`config.mk`:
```
export PLATFORM = sky130hd
export DESIGN_NAME = command_complete_tag_parser_unit
export DESIGN_NICKNAME = d
export VERILOG_FILES = /design/src/hw/rtl/cctp_pkg.sv /design/src/hw/rtl/cctp_in_reg.sv /design/src/hw/rtl/cctp_parse.sv /design/src/hw/rtl/cctp_out_reg.sv /design/src/hw/rtl/command_complete_tag_parser_unit.sv
export SDC_FILE = /design/constraint.sdc
export NUM_CORES = 1
export LEC_CHECK = 0
export ABC_CLOCK_PERIOD_IN_PS = 12000
export BUFFER_PORTS_ARGS = -buffer_cell sky130_fd_sc_hd__buf_4
export CELL_PAD_IN_SITES_DETAIL_PLACEMENT = 0
export CELL_PAD_IN_SITES_GLOBAL_PLACEMENT = 2
export CORE_MARGIN = 2
export CORE_UTILIZATION = 35
export DETAILED_ROUTE_END_ITERATION = 8
export GPL_ROUTABILITY_DRIVEN = 1
export GPL_TIMING_DRIVEN = 1
export HOLD_SLACK_MARGIN = 0.08
export PLACE_DENSITY = 0.77
export RECOVER_POWER = 100
export SYNTH_ARGS = -nofsm -noshare
export SYNTH_HDL_FRONTEND = slang
export SYNTH_SLANG_ARGS = --single-unit
```
`constraint.sdc`:
```
create_clock -name clock -period 12 [get_ports clock]
set_input_delay 0 -clock clock [delete_from_list [all_inputs] [get_ports clock]]
set_output_delay 0 -clock clock [all_outputs]
set_load 0.005 [all_outputs]
```
`src/hw/rtl/cctp_pkg.sv`:
```
// Package for the command complete tag parser: beat and result types,
// character codes, keyword table and the whitespace test.
// No dependencies.
`default_nettype none

package cctp_pkg;

   localparam int NUM_KW          = 8;
   localparam int KW_SELECT_COUNT = 3;
   localparam int FIRST_MAX       = 6;

   localparam logic [7:0] CH_NUL   = 8'h00;
   localparam logic [7:0] CH_TAB   = 8'h09;
   localparam logic [7:0] CH_CR    = 8'h0D;
   localparam logic [7:0] CH_SPACE = 8'h20;
   localparam logic [7:0] CH_PLUS  = 8'h2B;
   localparam logic [7:0] CH_MINUS = 8'h2D;
   localparam logic [7:0] CH_ZERO  = 8'h30;
   localparam logic [7:0] CH_NINE  = 8'h39;

   // first character in the lowest byte, unused bytes zero
   localparam logic [47:0] KW_CHARS [NUM_KW] = '{
      48'h5443_454C_4553,   // SELECT
      48'h0048_4354_4546,   // FETCH
      48'h0000_4556_4F4D,   // MOVE
      48'h5452_4553_4E49,   // INSERT
      48'h4554_4144_5055,   // UPDATE
      48'h4554_454C_4544,   // DELETE
      48'h0000_5950_4F43,   // COPY
      48'h0045_4752_454D    // MERGE
   };
   localparam logic [2:0] KW_LEN [NUM_KW] = '{
      3'd6, 3'd5, 3'd4, 3'd6, 3'd6, 3'd6, 3'd4, 3'd5
   };

   typedef enum logic [1:0] {
      PHASE_LEAD,
      PHASE_FIRST,
      PHASE_SPACE,
      PHASE_COUNT
   } phase_type;

   typedef enum logic [1:0] {
      STEP_WS,
      STEP_SIGN,
      STEP_DIGITS,
      STEP_ENDED
   } step_type;

   typedef struct packed {
      logic     invalid;
      logic     neg;
      step_type step;
   } tok_status_type;

   localparam tok_status_type TOK_IDLE = '{invalid: 1'b0, neg: 1'b0, step: STEP_WS};

   typedef struct packed {
      logic [63:0]    value;
      tok_status_type status;
   } tok_type;

   typedef struct packed {
      logic [7:0] data_byte;
      logic       last_byte;
   } beat_type;

   typedef struct packed {
      logic [63:0] row_count;
      logic        select_like;
   } result_type;

   function automatic logic is_ws(logic [7:0] b);
      return (b inside {CH_SPACE, [CH_TAB:CH_CR]});
   endfunction

endpackage

`default_nettype wire

```
`src/hw/rtl/cctp_in_reg.sv`:
```
// Input register of the command complete tag parser: holds one request beat
// until the parse stage takes it. Depends on cctp_pkg.
`default_nettype none

module cctp_in_reg
   import cctp_pkg::*;
(
   input  wire logic     clock,
   input  wire logic     reset,
   input  wire logic     req_valid,
   output logic          req_ready,
   input  wire beat_type req_beat,
   output logic          beat_vld,
   output beat_type      beat,
   input  wire logic     take
);

   logic     vld_ff, vld_in;
   beat_type beat_ff, beat_in;

   always_comb begin
      req_ready = !vld_ff || take;
      vld_in    = req_valid || (vld_ff && !take);
      beat_in   = (req_valid && req_ready) ? req_beat : beat_ff;
   end

   always_ff @(posedge clock) begin
      if (reset) begin
         vld_ff <= 1'b0;
      end else begin
         vld_ff <= vld_in;
      end
      beat_ff <= beat_in;
   end

   assign beat_vld = vld_ff;
   assign beat     = beat_ff;

endmodule

`default_nettype wire

```
`src/hw/rtl/cctp_parse.sv`:
```
// Parse stage of the command complete tag parser: per-byte scan state, count
// accumulator, keyword match; one beat per cycle bar stalls. Depends on cctp_pkg.
`default_nettype none

module cctp_parse
   import cctp_pkg::*;
(
   input  wire logic     clock,
   input  wire logic     reset,
   input  wire logic     beat_vld,
   input  wire beat_type beat,
   input  wire logic     out_free,
   output logic          take,
   output logic          load,
   output result_type    result
);

   phase_type      phase_ff, phase_in;
   logic [47:0]    chars_ff, chars_in, app_chars;
   logic [2:0]     len_ff, len_in, app_len;
   tok_type        ten_ff, ten_in, ten_adv;
   tok_type        com_ff, com_in;
   logic [7:0]     b;
   logic           ws;
   logic           hit;
   logic           sel;

   function automatic tok_type tok_advance(tok_type t, logic [7:0] c);
      tok_type     r;
      logic [63:0] base;
      logic [67:0] acc;
      r    = t;
      base = (t.status.step == STEP_DIGITS) ? t.value : 64'd0;
      acc  = {4'b0, base} * 68'd10 + {64'b0, c[3:0]};
      if (t.status.invalid || t.status.step == STEP_ENDED) begin
         r = t;
      end else if (c inside {[CH_ZERO:CH_NINE]}) begin
         r.status.step = STEP_DIGITS;
         if (acc[67:64] != 4'd0) begin
            r.value      = '1;
            r.status.neg = 1'b0;
         end else begin
            r.value = acc[63:0];
         end
      end else if (t.status.step == STEP_DIGITS) begin
         if (c == CH_NUL) begin
            r.status.step = STEP_ENDED;
         end else begin
            r.status.invalid = 1'b1;
         end
      end else if (t.status.step == STEP_WS && c == CH_PLUS) begin
         r.status = '{invalid: 1'b0, neg: 1'b0, step: STEP_SIGN};
      end else if (t.status.step == STEP_WS && c == CH_MINUS) begin
         r.status = '{invalid: 1'b0, neg: 1'b1, step: STEP_SIGN};
      end else if (t.status.step == STEP_WS && c != CH_NUL && is_ws(c)) begin
         r = t;
      end else begin
         r.status.invalid = 1'b1;
      end
      return r;
   endfunction

   assign b    = beat.data_byte;
   assign ws   = is_ws(b);
   assign take = beat_vld && (!beat.last_byte || out_free);
   assign load = take && beat.last_byte;

   // append to the first token, mark too long past six bytes
   always_comb begin
      app_chars = chars_ff;
      app_len   = 3'd7;
      if (len_ff < 3'(FIRST_MAX)) begin
         for (int i = 0; i < FIRST_MAX; i++) begin
            if (len_ff == 3'(i)) begin
               app_chars[8*i +: 8] = b;
            end
         end
         app_len = len_ff + 3'd1;
      end
   end

   assign ten_adv = tok_advance(ten_ff, b);

   always_comb begin
      phase_in = phase_ff;
      chars_in = chars_ff;
      len_in   = len_ff;
      ten_in   = ten_ff;
      com_in   = com_ff;
      case (phase_ff)
         PHASE_LEAD: begin
            if (!ws) begin
               phase_in = PHASE_FIRST;
               chars_in = app_chars;
               len_in   = app_len;
            end
         end
         PHASE_FIRST: begin
            if (b == CH_SPACE) begin
               phase_in = PHASE_SPACE;
               ten_in   = '{value: 64'd0, status: TOK_IDLE};
            end else begin
               chars_in = app_chars;
               len_in   = app_len;
            end
         end
         PHASE_SPACE, PHASE_COUNT: begin
            if (b == CH_SPACE) begin
               ten_in = '{value: 64'd0, status: TOK_IDLE};
            end else begin
               ten_in = ten_adv;
            end
            if (b != CH_NUL && !ws) begin
               com_in   = ten_in;
               phase_in = PHASE_COUNT;
            end
         end
         default: begin
            phase_in = PHASE_LEAD;
         end
      endcase
   end

   // the first token is final once the count phase is reached
   always_comb begin
      hit = 1'b0;
      sel = 1'b0;
      for (int k = 0; k < NUM_KW; k++) begin
         if (!hit && len_ff == KW_LEN[k] && chars_ff == KW_CHARS[k]) begin
            hit = 1'b1;
            sel = (k < KW_SELECT_COUNT);
         end
      end
   end

   always_comb begin
      result.row_count   = 64'd0;
      result.select_like = 1'b0;
      if (phase_in == PHASE_COUNT && hit) begin
         result.select_like = sel;
         if (!com_in.status.invalid &&
             (com_in.status.step == STEP_DIGITS || com_in.status.step == STEP_ENDED)) begin
            result.row_count = com_in.status.neg ? (64'd0 - com_in.value) : com_in.value;
         end
      end
   end

   always_ff @(posedge clock) begin
      if (reset || load) begin
         phase_ff <= PHASE_LEAD;
         chars_ff <= 48'd0;
         len_ff   <= 3'd0;
         ten_ff   <= '{value: 64'd0, status: TOK_IDLE};
         com_ff   <= '{value: 64'd0, status: TOK_IDLE};
      end else if (take) begin
         phase_ff <= phase_in;
         chars_ff <= chars_in;
         len_ff   <= len_in;
         ten_ff   <= ten_in;
         com_ff   <= com_in;
      end
   end

   a_restart_after_last: assert property (@(posedge clock) disable iff (reset)
      load |=> (phase_ff == PHASE_LEAD))
      else $error("scan state not cleared after last beat");

   a_lead_empty_token: assert property (@(posedge clock) disable iff (reset)
      (phase_ff == PHASE_LEAD) |-> (len_ff == 3'd0 && chars_ff == 48'd0))
      else $error("first token not empty while skipping leading whitespace");

   a_commit_only_in_count: assert property (@(posedge clock) disable iff (reset)
      (phase_ff != PHASE_COUNT) |-> (com_ff.value == 64'd0 && com_ff.status == TOK_IDLE))
      else $error("count committed before count phase");

endmodule

`default_nettype wire

```
`src/hw/rtl/cctp_out_reg.sv`:
```
// Result register of the command complete tag parser: holds one response
// beat until the consumer takes it. Depends on cctp_pkg.
`default_nettype none

module cctp_out_reg
   import cctp_pkg::*;
(
   input  wire logic       clock,
   input  wire logic       reset,
   input  wire logic       load,
   input  wire result_type result,
   output logic            out_free,
   output logic            rsp_valid,
   input  wire logic       rsp_ready,
   output result_type      rsp_result
);

   logic       vld_ff, vld_in;
   result_type res_ff, res_in;

   always_comb begin
      out_free = !vld_ff || rsp_ready;
      vld_in   = load || (vld_ff && !rsp_ready);
      res_in   = load ? result : res_ff;
   end

   always_ff @(posedge clock) begin
      if (reset) begin
         vld_ff <= 1'b0;
      end else begin
         vld_ff <= vld_in;
      end
      res_ff <= res_in;
   end

   assign rsp_valid  = vld_ff;
   assign rsp_result = res_ff;

endmodule

`default_nettype wire

```
`src/hw/rtl/command_complete_tag_parser_unit.sv`:
```
// Top level of the command complete tag parser: input register, parse stage
// and result register. Depends on cctp_pkg, cctp_in_reg, cctp_parse, cctp_out_reg.
//
//   channel | ports                                             | beat
//   req     | req_valid req_ready req_data_byte req_last_byte   | one tag byte
//   rsp     | rsp_valid rsp_ready rsp_row_count rsp_select_like | one per tag
//
// One byte per cycle sustained while the result register can accept; a byte
// reaches the parse stage the cycle after acceptance, and taking its last byte
// registers the response. The per-cycle path is the 64-bit multiply-by-ten
// accumulate in the parse stage. Synchronous active-high reset clears the scan
// state and both valid flags. A stalled response holds only a last byte in the
// input register; earlier bytes of a tag keep flowing.
`default_nettype none

module command_complete_tag_parser_unit
   import cctp_pkg::*;
(
   input  wire logic        clock,
   input  wire logic        reset,
   input  wire logic        req_valid,
   output logic             req_ready,
   input  wire logic [7:0]  req_data_byte,
   input  wire logic        req_last_byte,
   output logic             rsp_valid,
   input  wire logic        rsp_ready,
   output logic [63:0]      rsp_row_count,
   output logic             rsp_select_like
);

   beat_type   req_beat;
   beat_type   beat;
   logic       beat_vld;
   logic       take;
   logic       load;
   logic       out_free;
   result_type result;
   result_type rsp_result;

   assign req_beat.data_byte = req_data_byte;
   assign req_beat.last_byte = req_last_byte;

   cctp_in_reg u_in_reg (
      .clock     (clock),
      .reset     (reset),
      .req_valid (req_valid),
      .req_ready (req_ready),
      .req_beat  (req_beat),
      .beat_vld  (beat_vld),
      .beat      (beat),
      .take      (take)
   );

   cctp_parse u_parse (
      .clock    (clock),
      .reset    (reset),
      .beat_vld (beat_vld),
      .beat     (beat),
      .out_free (out_free),
      .take     (take),
      .load     (load),
      .result   (result)
   );

   cctp_out_reg u_out_reg (
      .clock      (clock),
      .reset      (reset),
      .load       (load),
      .result     (result),
      .out_free   (out_free),
      .rsp_valid  (rsp_valid),
      .rsp_ready  (rsp_ready),
      .rsp_result (rsp_result)
   );

   assign rsp_row_count   = rsp_result.row_count;
   assign rsp_select_like = rsp_result.select_like;

endmodule

`default_nettype wire
```
==> results.py <==
metrics = {
    "detailed_routing": {
        "drt_wl_total_mm": 82.3,
        "vias_per_cell": 5.89,
        "first_iter_violations": 2056,
        "drc": 0,
        "drt-wirelength-per-cell_microns": 22.2,
        "vias": 21857,
        "dr.pass1.iters": 5,
        "postRouteAntennaNets": 0,
    },
    "run_status": {
        "status": "complete, but fails checks",
        "violations": "max-capacitance violations, max-slew violations",
    },
    "cts": {
        "cts.clk_slew.worst_paths_ns": 0.07,
        "cts.sinks": 264,
        "clockBufferDepth": 3,
        "insertion_delay_ns": 0.60,
        "post_cts_buffers": 0,
        "tritoncts.num_buffers": 29,
        "htree_num_levels": 1,
        "cts_tree": "done",
        "clk_root_buffer_cell": "clkbuf_16",
    },
    "synthesis": {
        "synthFlopType": "dfxtp_1",
        "synth_cell_type_count": 117,
        "yosys.area_share.simple": 0.278,
        "syn_nets": 3013,
        "synth_common_cells": "nor2_1, nand2_1, a21oi_1, dfxtp_1, o21ai_0",
        "synth_xor_area_frac": 0.0599,
        "async_reset_ff_frac": 0,
        "yosysTopAreaCell": "dfxtp_1",
        "yosys.area_share.adder": 0.0741,
        "ys_ff_latch": 264,
        "synth_top_family_by_area": "simple AND/OR/NAND/NOR gates",
        "synthesis.area_sq_um": 22100,
        "synth_most_common_cell": "nor2_1",
        "muxShareOfSynthArea": 0.0384,
        "synth_warnings": 0,
        "synth-compound-area-share": 0.234,
        "synth_area_leaders": "dfxtp_1, edfxtp_1, ha_1",
        "synthDominantCellAreaShare": 0.172,
        "avgSynthCellArea_sq_um": 7.68,
        "synth_enable_flop_cells": 74,
        "ys_seq_area_frac": 0.273,
        "postSynthCellCount": 2870,
    },
    "grt": {
        "busiest_layer": "met2",
        "use_met3": 0.0202,
        "grt_pass1_vias": 20309,
        "grt_pass1_wl_mm": 125,
        "grt_max_degree": 99,
        "grt_antenna_before_repair": 0,
        "grt_overflow": 0,
        "grt_use_total": 0.247,
        "gr-usage-met2": 0.429,
        "grtUsageMet1": 0.326,
    },
    "layout": {
        "nets": 2986,
        "fin_cells": 3713,
        "drive_above_1_share": 0.0803,
        "fillers": 6617,
        "area_growth_pct": 9.76,
    },
    "sta": {
        "rsz0062_at_grt": "no",
        "period_minus_slack_ns": 10.68,
        "setup-tns-final_ns": 0,
        "slew_viol_final": 158,
        "fin_crit_sh": 0.890,
        "skew_ns": 0.0264,
        "worst_pin_slew_ns": 4.47,
        "setup_viol": 0,
        "hold_viol": 0,
        "worst_slack_ns": 1.32,
        "slew_headroom": -1.98,
        "fmax_ghz": 0.0937,
        "timing.hold.ws_ns": 0.136,
    },
    "place": {
        "io_buffers": 79,
        "dpl.cell_count": 3645,
        "place.gp.congestion": 0.928,
        "place_hpwl_mm": 62.1,
        "pre_cts_ws_ns": 1.95,
    },
    "floorplanning": {
        "num_rows": 92,
        "die_h_microns": 255,
        "die_width_microns": 255,
        "pin_count": 80,
        "coreArea_sq_um": 62700,
        "dieArea_sq_um": 65000,
        "start_util": 0.352,
    },
    "setup_path": {
        "critical_path_class": "flop to flop",
        "start_kind": "flop",
        "crit_path_end_kind": "flop",
        "worstPathRequired_ns": 12.31,
        "worstPathMaxFanout": 54,
        "cp.arrival_ns": 10.99,
    },
    "pwr": {
        "power.total_w": 0.00192,
        "leakagePower_nw": 8.60,
        "p_per_area_nw_per_um2": 79.4,
        "ir_drop_v": 0.000113,
    },
    "hold_path": {
        "hold_path.class": "input pin to flop",
    },
    "flow_run": {
        "max_cap_viol_count": 2,
    },
}
## critical path, cell delays in order (launching register included)
cell and delay [ns]:
dfxtp_1 0.50, nor2b_4 0.93, and2_0 0.30, ha_1 0.26
ha_1 0.45, a21oi_1 0.38, o21ai_0 0.21, a221oi_1 0.84
nand4bb_1 0.32, nand3_1 0.22, a31oi_1 0.47, xnor2_1 0.27
nand2_1 0.16, or4_4 0.59, nor4_4 0.38, a41oi_4 0.25
a21oi_1 0.34, nand3_4 0.22, o21bai_1 0.49, ha_1 0.33
o2111ai_1 0.14, nor4_2 0.39, o21ai_2 0.18, nor4b_2 1.13
nand3_1 0.26, a21oi_1 0.24, nor3b_1 0.07
## cell type report
class	count	area (sq um)	area share
Sequential cell	264	6030	0.249
Multi-Input combinational cell	2385	15100	0.625
Antenna cell	1	2.50	0.000103
Clock inverter	21	181	0.00750
Tap cell	846	1060	0.0437
Timing Repair Buffer	124	873	0.0361
Clock buffer	33	783	0.0324
Inverter	39	146	0.00605
## final timing paths
| kind | cells past startpoint | start | to | slack (ns) |
|---|---|---|---|---|
| min reg2reg | 2 | u_parse.com_ff[3] | u_parse.com_ff[3] | 0.45 |
| min | 3 | reset | u_out_reg.rsp_valid | 0.14 |
| max reg2reg | 26 | u_parse.ten_ff[1] | u_out_reg.rsp_result[59] | 1.32 |
| max | 26 | u_parse.ten_ff[1] | u_out_reg.rsp_result[59] | 1.32 |
## sequential cells by signal (all words and copies together), names as in the netlist
register and cells:
u_in_reg.beat 9, u_in_reg.beat_vld 1, u_out_reg.rsp_result 65, u_out_reg.rsp_valid 1
u_parse.chars_ff 48, u_parse.com_ff 67, u_parse.len_ff 3, u_parse.phase_ff 2
u_parse.ten_ff 68
## report_power, final
| group | leakage, nW | switching (W) | internal, W | total (W) |
|---|---|---|---|---|
| logic | 5.78 | 0.0000434 | 0.0000186 | 0.0000619 |
| clock network | 0.479 | 0.000411 | 0.000516 | 0.000928 |
| registers | 2.35 | 0.0000118 | 0.000920 | 0.000932 |
## cell usage in the layout (no fill, tap or decap), drive strengths merged, types with 69 or more instances in the layout
master	synthesis	final
o21ai	163	163
mux2i	79	79
nand2	309	309
a21oi	284	284
nor2	397	397
clkbuf	123	122
ha	129	129
nor3	79	79
edfxtp	74	74
a22oi	69	69
xnor2	97	97
dfxtp	190	190
and2	83	83
## cells by family (layout without fill, tap and decap cells)
kind of cell	Yosys count	count (layout)
and+or+nand+nor	1224	1224
AOI/OAI and AO/OA	797	797
DFF	264	264
buffers and inverters	221	217
xor gates and xnor gates	150	150
adders and majority gates	130	130
muxes	84	84
other	0	1
## metrics by stage
stage          utilization  area (sq um)
6_report             0.386         24200
5_1_grt              0.386         24200
4_1_cts              0.388         24300
3_5_place_dp         0.371         23200
3_3_place_gp         0.371         23200
2_1_floorplan            -         22100
## layer usage
| metal | wire (microns) | vias up | share of wire |
|---|---|---|---|
| met5 | 0 | - | 0 |
| met3 | 3550 | 111 | 0.043 |
| met1 | 35800 | 10684 | 0.44 |
| li1 | - | 10474 | - |
| met4 | 2790 | 0 | 0.034 |
| met2 | 40200 | 588 | 0.49 |
## what timing repair did
item                      4_1_cts  5_1_grt
hold endpoints to repair       20        0
hold buffers                   13        0
resized for setup               0        0
No activity file was read; power rests on OpenSTA's default activity.
